`config.mk`:
```
export PLATFORM = sky130hd
export DESIGN_NAME = modbus_reply_frame_checker_core_flat
export DESIGN_NICKNAME = d
export VERILOG_FILES = /design/src/rtl/mbrfc_pkg.sv /design/src/rtl/mbrfc_if.sv /design/src/rtl/mbrfc_crc_byte.sv /design/src/rtl/modbus_reply_frame_checker_core.sv /design/src/flat_wrapper.sv
export VERILOG_INCLUDE_DIRS = /design/src /design/src/rtl
export SDC_FILE = /design/constraint.sdc
export NUM_CORES = 1
export LEC_CHECK = 0
export ABC_CLOCK_PERIOD_IN_PS = 3600
export BUFFER_PORTS_ARGS = -buffer_cell sky130_fd_sc_hd__buf_4
export CAP_MARGIN = 15
export CORE_MARGIN = 5
export CORE_UTILIZATION = 60
export CTS_BUF_LIST = sky130_fd_sc_hd__clkbuf_2
export CTS_CLUSTER_DIAMETER = 30
export DETAILED_ROUTE_END_ITERATION = 12
export PLACE_DENSITY = 0.85
export SLEW_MARGIN = 20
export SYNTH_ARGS = -nofsm -noshare
export SYNTH_HDL_FRONTEND = slang
export SYNTH_SLANG_ARGS = --single-unit
```
`constraint.sdc`:
```
create_clock -name clk -period 3.6 [get_ports clk]
set_input_delay 0.18 -clock clk [delete_from_list [all_inputs] [get_ports clk]]
set_output_delay 0.18 -clock clk [all_outputs]
set_load 0.02 [all_outputs]
```
`src/rtl/assert_macros.svh`:
```
// Assertion macros used by the checker core.
// Checks are compiled for simulation only and vanish in synthesis.
`ifndef ASSERT_MACROS_SVH
`define ASSERT_MACROS_SVH

`ifndef SYNTHESIS

// Checks a property on every rising edge of clk while out of reset.
`define MBRFC_ASSERT(lbl, prop, msg) \
  lbl: assert property (@(posedge clk) disable iff (!rst_n) prop) else $error(msg);

// Checks a property on every rising edge of clk, reset included.
`define MBRFC_ASSERT_ALWAYS(lbl, prop, msg) \
  lbl: assert property (@(posedge clk) prop) else $error(msg);

`else

`define MBRFC_ASSERT(lbl, prop, msg)
`define MBRFC_ASSERT_ALWAYS(lbl, prop, msg)

`endif

`endif

```
`src/rtl/mbrfc_pkg.sv`:
```
package mbrfc_pkg;

  // Result status codes.
  typedef enum logic [1:0] {
    ST_OK     = 2'd0,
    ST_SHORT  = 2'd1,
    ST_LONG   = 2'd2,
    ST_BADCRC = 2'd3
  } status_t;

  // CRC-16/MODBUS constants.
  localparam logic [15:0] CRC_INIT = 16'hFFFF;
  localparam logic [15:0] CRC_POLY = 16'hA001;

  // Frame layout, as byte positions and counts.
  localparam logic [3:0] FRAME_LEN   = 4'd7;
  localparam logic [3:0] CRC_BYTES   = 4'd5;
  localparam logic [3:0] COUNT_MAX   = 4'd8;
  localparam logic [3:0] POS_VAL_HI  = 4'd3;
  localparam logic [3:0] POS_VAL_LO  = 4'd4;
  localparam logic [3:0] POS_CRC_LO  = 4'd5;
  localparam logic [3:0] POS_CRC_HI  = 4'd6;

  // Register value reported on any error.
  localparam logic signed [15:0] VALUE_ERR = -16'sd1;

endpackage

```
`src/rtl/mbrfc_if.sv`:
```
// Request channel carrying received reply bytes.
interface mbrfc_in_if;
  logic       valid;
  logic       ready;
  logic [7:0] rx_byte;
  logic       has_byte;
  logic       frame_end;

  modport source (output valid, rx_byte, has_byte, frame_end, input ready);
  modport sink   (input valid, rx_byte, has_byte, frame_end, output ready);
endinterface

// Result channel carrying one verdict per frame.
interface mbrfc_out_if;
  logic                  valid;
  logic                  ready;
  mbrfc_pkg::status_t    status;
  logic signed [15:0]    reg_value;

  modport source (output valid, status, reg_value, input ready);
  modport sink   (input valid, status, reg_value, output ready);
endinterface

```
`src/rtl/mbrfc_crc_byte.sv`:
```
// Byte-wide CRC-16/MODBUS update: eight reflected shift steps unrolled.
module mbrfc_crc_byte (
  input  logic [15:0] crc_i,
  input  logic [7:0]  data_i,
  output logic [15:0] crc_o
);

  logic [15:0] c;

  // Fold the byte into the low end, then shift out one bit per step.
  always_comb begin
    c = crc_i ^ {8'h00, data_i};
    for (int k = 0; k < 8; k++) begin
      if (c[0]) begin
        c = (c >> 1) ^ mbrfc_pkg::CRC_POLY;
      end else begin
        c = c >> 1;
      end
    end
    crc_o = c;
  end

endmodule

```
`src/rtl/modbus_reply_frame_checker_core.sv`:
```
// Channel  Dir  Payload                              Handshake
// in_ch    in   rx_byte[7:0], has_byte, frame_end    valid/ready
// out_ch   out  status[1:0], reg_value[15:0] signed  valid/ready
//
// One request is taken every cycle unless a frame end is held back; the
// verdict for a frame passes the input register, then the result register.
// The byte-wide CRC update between the two registers sets the cycle time.
// Synchronous active-low reset clears the frame state and both valid flags.
// A stalled result holds back a request that ends a frame, and those behind it;
// other requests keep flowing into the frame state.
`include "assert_macros.svh"

module modbus_reply_frame_checker_core (
  input  logic              clk,
  input  logic              rst_n,
  mbrfc_in_if.sink          in_ch,
  mbrfc_out_if.source       out_ch
);

  // Input register.
  logic       s1_valid_r;
  logic [7:0] s1_byte_r;
  logic       s1_has_r;
  logic       s1_end_r;

  // Frame state.
  logic [15:0] crc_acc_r;
  logic [3:0]  byte_count_r;
  logic [15:0] value_hold_r;
  logic [15:0] crc_rx_r;

  // Result register.
  logic                  out_valid_r;
  mbrfc_pkg::status_t    out_status_r;
  logic signed [15:0]    out_value_r;

  // Handshake control.
  logic out_free;
  logic s1_adv;
  logic s1_fire;
  logic in_ready;
  logic load_out;

  // Frame state after the current byte.
  logic [15:0]        crc_upd;
  logic [15:0]        crc_nxt;
  logic [3:0]         byte_count_nxt;
  logic [15:0]        value_hold_nxt;
  logic [15:0]        crc_rx_nxt;
  mbrfc_pkg::status_t status_nxt;
  logic signed [15:0] value_nxt;

  // The stage only waits when it holds a frame end and the result slot is full.
  assign out_free = !out_valid_r || out_ch.ready;
  assign s1_adv   = !s1_end_r || out_free;
  assign s1_fire  = s1_valid_r && s1_adv;
  assign in_ready = !s1_valid_r || s1_adv;
  assign load_out = s1_fire && s1_end_r;

  assign in_ch.ready = in_ready;

  // Capture each request.
  always_ff @(posedge clk) begin
    if (!rst_n) begin
      s1_valid_r <= 1'b0;
    end else if (in_ready) begin
      s1_valid_r <= in_ch.valid;
    end
  end

  always_ff @(posedge clk) begin
    if (in_ready && in_ch.valid) begin
      s1_byte_r <= in_ch.rx_byte;
      s1_has_r  <= in_ch.has_byte;
      s1_end_r  <= in_ch.frame_end;
    end
  end

  mbrfc_crc_byte u_crc (
    .crc_i  (crc_acc_r),
    .data_i (s1_byte_r),
    .crc_o  (crc_upd)
  );

  // Fold the byte into the frame state.
  always_comb begin
    crc_nxt        = crc_acc_r;
    byte_count_nxt = byte_count_r;
    value_hold_nxt = value_hold_r;
    crc_rx_nxt     = crc_rx_r;
    if (s1_has_r) begin
      if (byte_count_r < mbrfc_pkg::CRC_BYTES) begin
        crc_nxt = crc_upd;
      end
      case (byte_count_r)
        mbrfc_pkg::POS_VAL_HI: value_hold_nxt[15:8] = s1_byte_r;
        mbrfc_pkg::POS_VAL_LO: value_hold_nxt[7:0]  = s1_byte_r;
        mbrfc_pkg::POS_CRC_LO: crc_rx_nxt[7:0]      = s1_byte_r;
        mbrfc_pkg::POS_CRC_HI: crc_rx_nxt[15:8]     = s1_byte_r;
        default: ;
      endcase
      if (byte_count_r < mbrfc_pkg::COUNT_MAX) begin
        byte_count_nxt = byte_count_r + 4'd1;
      end
    end
  end

  // Verdict for a frame that ends with this request.
  always_comb begin
    if (byte_count_nxt > mbrfc_pkg::FRAME_LEN) begin
      status_nxt = mbrfc_pkg::ST_LONG;
    end else if (byte_count_nxt < mbrfc_pkg::FRAME_LEN) begin
      status_nxt = mbrfc_pkg::ST_SHORT;
    end else if (crc_rx_nxt != crc_nxt) begin
      status_nxt = mbrfc_pkg::ST_BADCRC;
    end else begin
      status_nxt = mbrfc_pkg::ST_OK;
    end
    value_nxt = (status_nxt == mbrfc_pkg::ST_OK) ? $signed(value_hold_nxt)
                                                 : mbrfc_pkg::VALUE_ERR;
  end

  // Frame state: cleared at frame end, otherwise updated per request.
  always_ff @(posedge clk) begin
    if (!rst_n) begin
      crc_acc_r    <= mbrfc_pkg::CRC_INIT;
      byte_count_r <= '0;
      value_hold_r <= '0;
      crc_rx_r     <= '0;
    end else if (s1_fire) begin
      if (s1_end_r) begin
        crc_acc_r    <= mbrfc_pkg::CRC_INIT;
        byte_count_r <= '0;
        value_hold_r <= '0;
        crc_rx_r     <= '0;
      end else begin
        crc_acc_r    <= crc_nxt;
        byte_count_r <= byte_count_nxt;
        value_hold_r <= value_hold_nxt;
        crc_rx_r     <= crc_rx_nxt;
      end
    end
  end

  // Result register.
  always_ff @(posedge clk) begin
    if (!rst_n) begin
      out_valid_r <= 1'b0;
    end else if (load_out) begin
      out_valid_r <= 1'b1;
    end else if (out_ch.ready) begin
      out_valid_r <= 1'b0;
    end
  end

  always_ff @(posedge clk) begin
    if (load_out) begin
      out_status_r <= status_nxt;
      out_value_r  <= value_nxt;
    end
  end

  assign out_ch.valid     = out_valid_r;
  assign out_ch.status    = out_status_r;
  assign out_ch.reg_value = out_value_r;

  // Checks.
  `MBRFC_ASSERT(a_count_sat, byte_count_r <= mbrfc_pkg::COUNT_MAX, "byte count above saturation")
  `MBRFC_ASSERT(a_err_value, (out_valid_r && out_status_r != mbrfc_pkg::ST_OK) |-> (out_value_r == mbrfc_pkg::VALUE_ERR), "error result without -1 value")
  `MBRFC_ASSERT(a_frame_clear, load_out |=> (byte_count_r == 4'd0 && crc_acc_r == mbrfc_pkg::CRC_INIT), "frame state not cleared after frame end")
  `MBRFC_ASSERT(a_end_stall, (out_valid_r && !out_ch.ready && s1_valid_r && s1_end_r) |-> !in_ch.ready, "request taken while a frame end is blocked")

endmodule

```
`src/flat_wrapper.sv`:
```
// flat-port wrapper written by rule: the top's interface ports become plain ports
module modbus_reply_frame_checker_core_flat 
  (clk, rst_n, in_ch_valid, in_ch_rx_byte, in_ch_has_byte, in_ch_frame_end, in_ch_ready, out_ch_valid, out_ch_status, out_ch_reg_value, out_ch_ready);
  mbrfc_in_if in_ch_i ();
  mbrfc_out_if out_ch_i ();
  input  logic clk;
  input  logic rst_n;
  input wire logic [$bits(in_ch_i.valid)-1:0] in_ch_valid;
  input wire logic [$bits(in_ch_i.rx_byte)-1:0] in_ch_rx_byte;
  input wire logic [$bits(in_ch_i.has_byte)-1:0] in_ch_has_byte;
  input wire logic [$bits(in_ch_i.frame_end)-1:0] in_ch_frame_end;
  output wire logic [$bits(in_ch_i.ready)-1:0] in_ch_ready;
  output wire logic [$bits(out_ch_i.valid)-1:0] out_ch_valid;
  output wire logic [$bits(out_ch_i.status)-1:0] out_ch_status;
  output wire logic [$bits(out_ch_i.reg_value)-1:0] out_ch_reg_value;
  input wire logic [$bits(out_ch_i.ready)-1:0] out_ch_ready;
  assign in_ch_i.valid = in_ch_valid;
  assign in_ch_i.rx_byte = in_ch_rx_byte;
  assign in_ch_i.has_byte = in_ch_has_byte;
  assign in_ch_i.frame_end = in_ch_frame_end;
  assign in_ch_ready = in_ch_i.ready;
  assign out_ch_valid = out_ch_i.valid;
  assign out_ch_status = out_ch_i.status;
  assign out_ch_reg_value = out_ch_i.reg_value;
  assign out_ch_i.ready = out_ch_ready;
  modbus_reply_frame_checker_core u_core (.clk(clk), .rst_n(rst_n), .in_ch(in_ch_i), .out_ch(out_ch_i));
endmodule
```
==> results of run 1 <==
placed cells by master (no fill, tap or decap), types with 5 or more instances in the layout:
cell,instances
ha_1,5
o211ai_1,13
edfxtp_1,28
nand3_1,16
nor2b_1,43
nor3_1,7
xnor2_2,5
inv_1,7
buf_4,40
nor2_1,17
xnor2_1,13
o211a_1,6
nand2_1,65
dfxtp_1,54
nand3_2,10
a211oi_1,7
a21oi_1,10
clkbuf_2,9
and3_1,5
mux2i_1,15
a22oi_1,31
dlygate4sd3_1,15
o21ai_0,11
through the flow:
stage	worst slack [ns]	total power [mW]
2_1_floorplan	0.735	1.25
4_1_cts	0.227	1.90
3_5_place_dp	0.265	1.32
3_3_place_gp	0.299	1.31
6_report	0.199	1.89
5_1_grt	0.0355	1.97
final cells by class:
cell class	instances	area, um^2
well taps	96	120
repair buffers	55	450
clock buffers	9	45.0
clock inverters	7	101
flip-flops and latches	82	1920
inverters	7	26.3
multi-input cells	328	2240
fillers	490	1960
critical path: stages, from the launching register on:
cell and delay (ns):
dfxtp_1 0.49, inv_1 0.12, ha_1 0.24, nand2b_1 0.32, nand2_1 0.43, o211a_1 0.23
o22ai_1 0.08, nor4_1 0.34, nand3_1 0.21, nor4_4 0.28, buf_4 0.29, o211ai_1 0.13
report_power, final:
part	internal [mW]	total, mW	leakage (nW)	switching [mW]
Combinational	0.145	0.311	1.10	0.166
Clock	0.238	0.577	0.0860	0.340
Sequential	0.976	1.01	0.643	0.0305
Total	1.36	1.89	1.83	0.536
worst min-delay path by stage:
stage                      from                       endpoint  slack [ns]  cells after the start
6_report       in_ch_rx_byte[4]  u_core.s1_byte_r[4]$_DFFE_PP_        0.34                      2
5_1_grt        in_ch_rx_byte[1]  u_core.s1_byte_r[1]$_DFFE_PP_        0.31                      2
4_1_cts        in_ch_rx_byte[2]  u_core.s1_byte_r[2]$_DFFE_PP_        0.31                      2
3_5_place_dp   in_ch_rx_byte[0]  u_core.s1_byte_r[0]$_DFFE_PP_        0.36                      1
3_3_place_gp   in_ch_rx_byte[6]  u_core.s1_byte_r[6]$_DFFE_PP_        0.36                      1
2_1_floorplan  in_ch_rx_byte[0]  u_core.s1_byte_r[0]$_DFFE_PP_        0.28                      0
state kept, by name, summed over array words and instances, names as in the netlist:
signal	flops
u_core.value_hold_r	16
u_core.crc_rx_r	16
u_core.s1_end_r	1
u_core.s1_has_r	1
u_core.out_ch.reg_value	16
u_core.crc_acc_r	16
u_core.out_ch.status	2
u_core.s1_byte_r	8
u_core.out_ch.valid	1
u_core.byte_count_r	4
u_core.s1_valid_r	1
cells in the mapped netlist (all sizes together), types with 5 or more instances:
cell type / instances
xor2: 5
nor2b: 44
a21oi: 10
o21ai: 15
and3: 5
o211a: 6
o211ai: 13
xnor2: 18
clkbuf: 17
edfxtp: 28
nor3: 7
nand2: 65
a211oi: 7
dfxtp: 54
mux2i: 16
a22oi: 31
inv: 7
buf: 9
nand3: 26
ha: 5
nor2: 18
layer usage:
metal,GRT usage (%),vias to the layer above,wire length [um]
met5,0,-,0
met4,11.4,0,322
met3,5.34,33,956
met2,39.4,184,4940
met1,33.4,1699,4310
li1,-,1666,-
timing repair:
item                                   CTS  global route
setup endpoints to repair                0             3
hold buffers                            15             0
endpoints found under the hold margin   13             0
gates resized for setup                  0             1
cell families (layout without fill, tap and decap cells):
logic type | count (synthesis) | after routing | synth area share, %
and+or+nand+nor | 181 | 181 | 22.5
AOI/OAI and AO/OA | 96 | 96 | 15.6
DFF | 82 | 82 | 44.7
buffers and inverters | 33 | 78 | 3.28
xor gates and xnor gates | 26 | 26 | 7.38
muxes | 20 | 20 | 5.15
adders and majority gates | 5 | 5 | 1.45
==> qor.csv, run 1 <==
stage,metric,value,unit
sta,Fin. Hold Viols,0,
cts,# H-tree levels,3,
yosys,"Avg Cell Area, Syn",9.72,um^2
power,Static Leakage,1.83,nW
cts,clk buf depth,2,
die,Die W,94.7,um
yosys,synth warn,0,
setup_path,WS Path Type,flip-flop to flip-flop,
die,die footprint,8970,um^2
routing,Pre-Repair DR Iteration Count,5,
sta,endpoints failing setup,0,
routing,DRT iter0 DRCs,378,
sta,Final Slew Violations,0,
routing,via count,3582,
cts,Root Buffer,clkbuf_2,
global_routing,initial antenna violation count,0,
setup_path,source of the worst register-to-register timing path,u_core.byte_count_r[0]$_SDFFE_PN0P_,
die,FP Rows,30,
sta,RSZ-0062 raised after global routing,false,
placed_design,post-DP HPWL,7260,um
global_routing,global-route wire length before repair,17300,um
flow_run,Max Cap Violations,0,
yosys,ranking of synthesized cells by area,"dfxtp_1 (25%), edfxtp_1 (20%), nor2b_1 (6.4%), nand2_1 (5.7%), a22oi_1 (5.4%)",
yosys,Mapped Area,4300,um^2
setup_path,r2r worst-path depth,11,
cts,CTS tree,built,
worst_hold_path,Worst Hold Class,input pin to flip-flop,
setup_path,Setup crit end kind,flip-flop,
placed_design,port buffer count,33,
setup_path,crit path launch,u_core.byte_count_r[0]$_SDFFE_PN0P_,
sta,fmax,294,MHz
global_routing,GRT Util Overall,25.1,%
yosys,Mapped Nets,462,
global_routing,vias in the first global route,3451,
power,power per cell area,386,nW/um^2
layout,post-layout instance area,4910,um^2
routing,wire length per cell,18.0,um
global_routing,largest net degree at the start of global routing,39,
sta,Setup TNS,0,ns
setup_path,Critical Path RT,3.91,ns
layout,final core utilization,71.5,%
global_routing,remaining global-route overflow,0,
status,status,"complete, no violations",
sta,Worst Hold Slack,0.345,ns
die,Core ar.,6870,um^2
setup_path,worst setup path end,u_core.out_ch.reg_value[10]$_SDFFCE_PP1P_,
placed_design,final estimated routing congestion in global placement,0.981,
routing,Antenna Violating Nets Remaining,0,
sta,Final Cycle Share,94.5,%
cts,TritonCTS buffer count,9,
yosys,sequential element share of the synthesized area,44.7,%
die,Initial Util,62.7,%
layout,Final nets,502,
cts,post-CTS setup buffers,0,
cts,CTS Sinks,82,
yosys,Seq cells post-synth,82,
routing,routed wire length,10500,um
yosys,Post-synth EDFFs,28,
yosys,Post-synth ARST share,0,%
sta,crit path time final,3.40,ns
sta,relative slew slack,35.8,%
placed_design,Post-Place Cell Area,4610,um^2
setup_path,crit start category,flip-flop,
power,Worst VDD drop,0.330,mV
sta,clock skew,0.0240,ns
layout,Antenna diodes,0,
routing,# DRC,0,
cts,Skew-Pair Late Insertion Delay,0.55,ns
die,I/O pins,34,
setup_path,R2R Setup Slk,0.20,ns
routing,post-DR vias/cell,6.13,
die,Die Y,94.7,um
yosys,Yosys cell types,51,
setup_path,Reg-to-Reg End,u_core.out_ch.reg_value[10]$_SDFFCE_PP1P_,
setup_path,CP arrival,3.71,ns
placed_design,DP Cell Count,553,
setup_path,CP max FO,17,
yosys,Synth area leader,dfxtp_1,
yosys,main flop type after synthesis,dfxtp_1,
yosys,Yosys top cell area share,25.1,%
sta,Worst-Margin Slew,0.959,ns
layout,area delta synth->final,14.0,%
layout,Layout Cells excl Fill,584,
yosys,Synth Instances,443,
cts,"Reg clk slew, reported paths",0.22,ns
layout,share of cells above drive strength 1,16.6,%
Power figures use the tool's default switching activity.
==> inputs of run 2 (changes only) <==
REMOVE_ABC_BUFFERS = 1   (was unset)
==> run 2 against run 1 <==
Die area is the same. Largest power group unchanged. Power shrank 5.5%. Fmax grew 4.0%. Routed wire length grew 2.2%. Worst setup slack gained 0.13 ns. Utilization shrank 0.36 points. Clock power shrank 19%.
==> qor.csv, run 2 (synthesis results as in run 1) <==
stage,metric,value,unit,change
status,status,"complete, no violations",,unchanged
cts,Root Buffer,clkbuf_2,,unchanged
sta,RSZ-0062 raised after global routing,false,,unchanged
worst_hold_path,Worst Hold Class,input pin to flip-flop,,unchanged
routing,Pre-Repair DR Iteration Count,5,,unchanged
sta,crit path time final,3.27,ns,was 3.40 ns
sta,fmax,306,MHz,was 294 MHz
layout,Final nets,504,,was 502
global_routing,GRT Util Overall,26.0,%,was 25.1%
die,I/O pins,34,,unchanged
routing,post-DR vias/cell,6.06,,was 6.13
sta,Fin. Hold Viols,0,,unchanged
sta,Final Slew Violations,0,,unchanged
placed_design,DP Cell Count,555,,was 553
global_routing,initial antenna violation count,0,,unchanged
setup_path,CP max FO,17,,unchanged
setup_path,r2r worst-path depth,11,,unchanged
sta,Worst Hold Slack,0.286,ns,was 0.345 ns
layout,area delta synth->final,13.5,%,was 14.0%
die,Die W,94.7,um,unchanged
global_routing,vias in the first global route,3602,,was 3451
power,power per cell area,367,nW/um^2,was 386 nW/um^2
setup_path,crit start category,flip-flop,,unchanged
layout,Antenna diodes,0,,unchanged
global_routing,remaining global-route overflow,0,,unchanged
sta,Worst-Margin Slew,0.780,ns,was 0.959 ns
sta,endpoints failing setup,0,,unchanged
cts,Skew-Pair Late Insertion Delay,0.59,ns,was 0.55 ns
die,Die Y,94.7,um,unchanged
cts,post-CTS setup buffers,0,,unchanged
layout,# fillers,492,,was 490
die,die footprint,8970,um^2,unchanged
setup_path,Critical Path RT,3.95,ns,was 3.91 ns
sta,Setup TNS,0,ns,unchanged
routing,wire length per cell,18.3,um,was 18.0 um
sta,relative slew slack,47.9,%,was 35.8%
setup_path,CP arrival,3.62,ns,was 3.71 ns
cts,CTS tree,built,,unchanged
layout,"most common cell after layout, fill and taps aside",nand2_1,,unchanged
layout,most frequent cells in the layout,"nand2_1 (64), dfxtp_1 (54), nor2b_1 (43)",,"was nand2_1 (65), dfxtp_1 (54), nor2b_1 (43)"
die,FP Rows,30,,unchanged
cts,"Reg clk slew, reported paths",0.27,ns,was 0.22 ns
routing,via count,3554,,was 3582
cts,# H-tree levels,3,,unchanged
power,Worst VDD drop,0.268,mV,was 0.330 mV
die,Initial Util,62.7,%,unchanged
placed_design,dpl ws,0.313,ns,was 0.265 ns
flow_run,Max Cap Violations,0,,unchanged
routing,DRT iter0 DRCs,277,,was 378
power,Static Leakage,1.81,nW,was 1.83 nW
setup_path,Setup crit end kind,flip-flop,,unchanged
routing,routed wire length,10800,um,was 10500 um
sta,clock skew,0.0416,ns,was 0.0240 ns
placed_design,port buffer count,33,,unchanged
placed_design,post-DP HPWL,7500,um,was 7260 um
layout,Layout Cells excl Fill,586,,was 584
global_routing,global-route wire length before repair,17800,um,was 17300 um
die,Core ar.,6870,um^2,unchanged
routing,# DRC,0,,unchanged
routing,Antenna Violating Nets Remaining,0,,unchanged
worst_hold_path,worst hold stages,2,,unchanged
sta,Final Cycle Share,90.8,%,was 94.5%
layout,final core utilization,71.1,%,was 71.5%
cts,CTS Sinks,82,,unchanged
layout,share of cells above drive strength 1,17.3,%,was 16.6%
global_routing,largest net degree at the start of global routing,39,,unchanged
setup_path,WS Path Type,flip-flop to flip-flop,,unchanged
sta,Final WS setup,0.331,ns,was 0.199 ns
placed_design,final estimated routing congestion in global placement,0.940,,was 0.981
cts,clk buf depth,2,,unchanged
cts,TritonCTS buffer count,9,,unchanged
run 2: changes by cell type in the layout (fill, tap and decap cells not counted), sizes merged:
cell,delta
clkinvlp,+1
bufinv,-2
clkinv,-2
buf,+2
inv,+3
run 2: path summary, 6_finish.rpt:
check / startpoint / end / slack, ns
hold reg to reg: u_core.crc_acc_r[11]$_SDFFE_PN1P_ / u_core.crc_acc_r[3]$_SDFFE_PN1P_ / 0.53
setup reg to reg: u_core.byte_count_r[0]$_SDFFE_PN0P_ / u_core.out_ch.reg_value[13]$_SDFFCE_PP1P_ / 0.33
setup / recovery: u_core.byte_count_r[0]$_SDFFE_PN0P_ / u_core.out_ch.reg_value[13]$_SDFFCE_PP1P_ / 0.33
hold / removal: in_ch_rx_byte[6] / u_core.s1_byte_r[6]$_DFFE_PP_ / 0.29
run 2: layout make-up:
type	count	area, um^2	area share [%]
timing repair buffer	57	465	9.53
sequential	82	1920	39.4
multi-input combinational	328	2250	46.0
tap	96	120	2.46
inverter	7	26.3	0.538
clock inverter	7	58.8	1.20
clock buffer	9	45.0	0.922
run 2: timing repair:
| item | CTS | global route |
|---|---|---|
| hold endpoints to repair | 45 | 0 |
| gates resized for setup | 0 | 2 |
| hold buffers | 15 | 0 |
| endpoints found under the setup margin | 0 | 13 |
run 2: critical path, cell delays in order (launching register included):
cell and delay [ns]:
dfxtp_1 0.50, inv_1 0.12, ha_1 0.23, nand2b_1 0.35, and3_1 0.32, o21a_1 0.18, nor4_1 0.27, and4b_1 0.23
nand3_1 0.14, nor4_4 0.27, buf_4 0.31, nand3_1 0.10
run 2: per-stage QoR:
step	power (mW)	area, um^2
CTS	1.79	4880
finish	1.79	4880
detailed placement	1.32	4620
floorplan	1.24	4190
global placement	1.31	4620
global route	1.87	4880
run 2: metal layers:
layer / global-route usage (%) / vias to the layer above / share of wire (%)
li1: - / 1669 / -
met1: 32.2 / 1680 / 41
met2: 42.2 / 167 / 48
met3: 5.90 / 38 / 7.0
met4: 13.6 / 0 / 4.0
met5: 0 / - / 0
run 2: power by group:
| group | switching [mW] | internal (mW) |
|---|---|---|
| sequential | 0.0253 | 0.976 |
| combinational | 0.172 | 0.149 |
| clock | 0.364 | 0.105 |
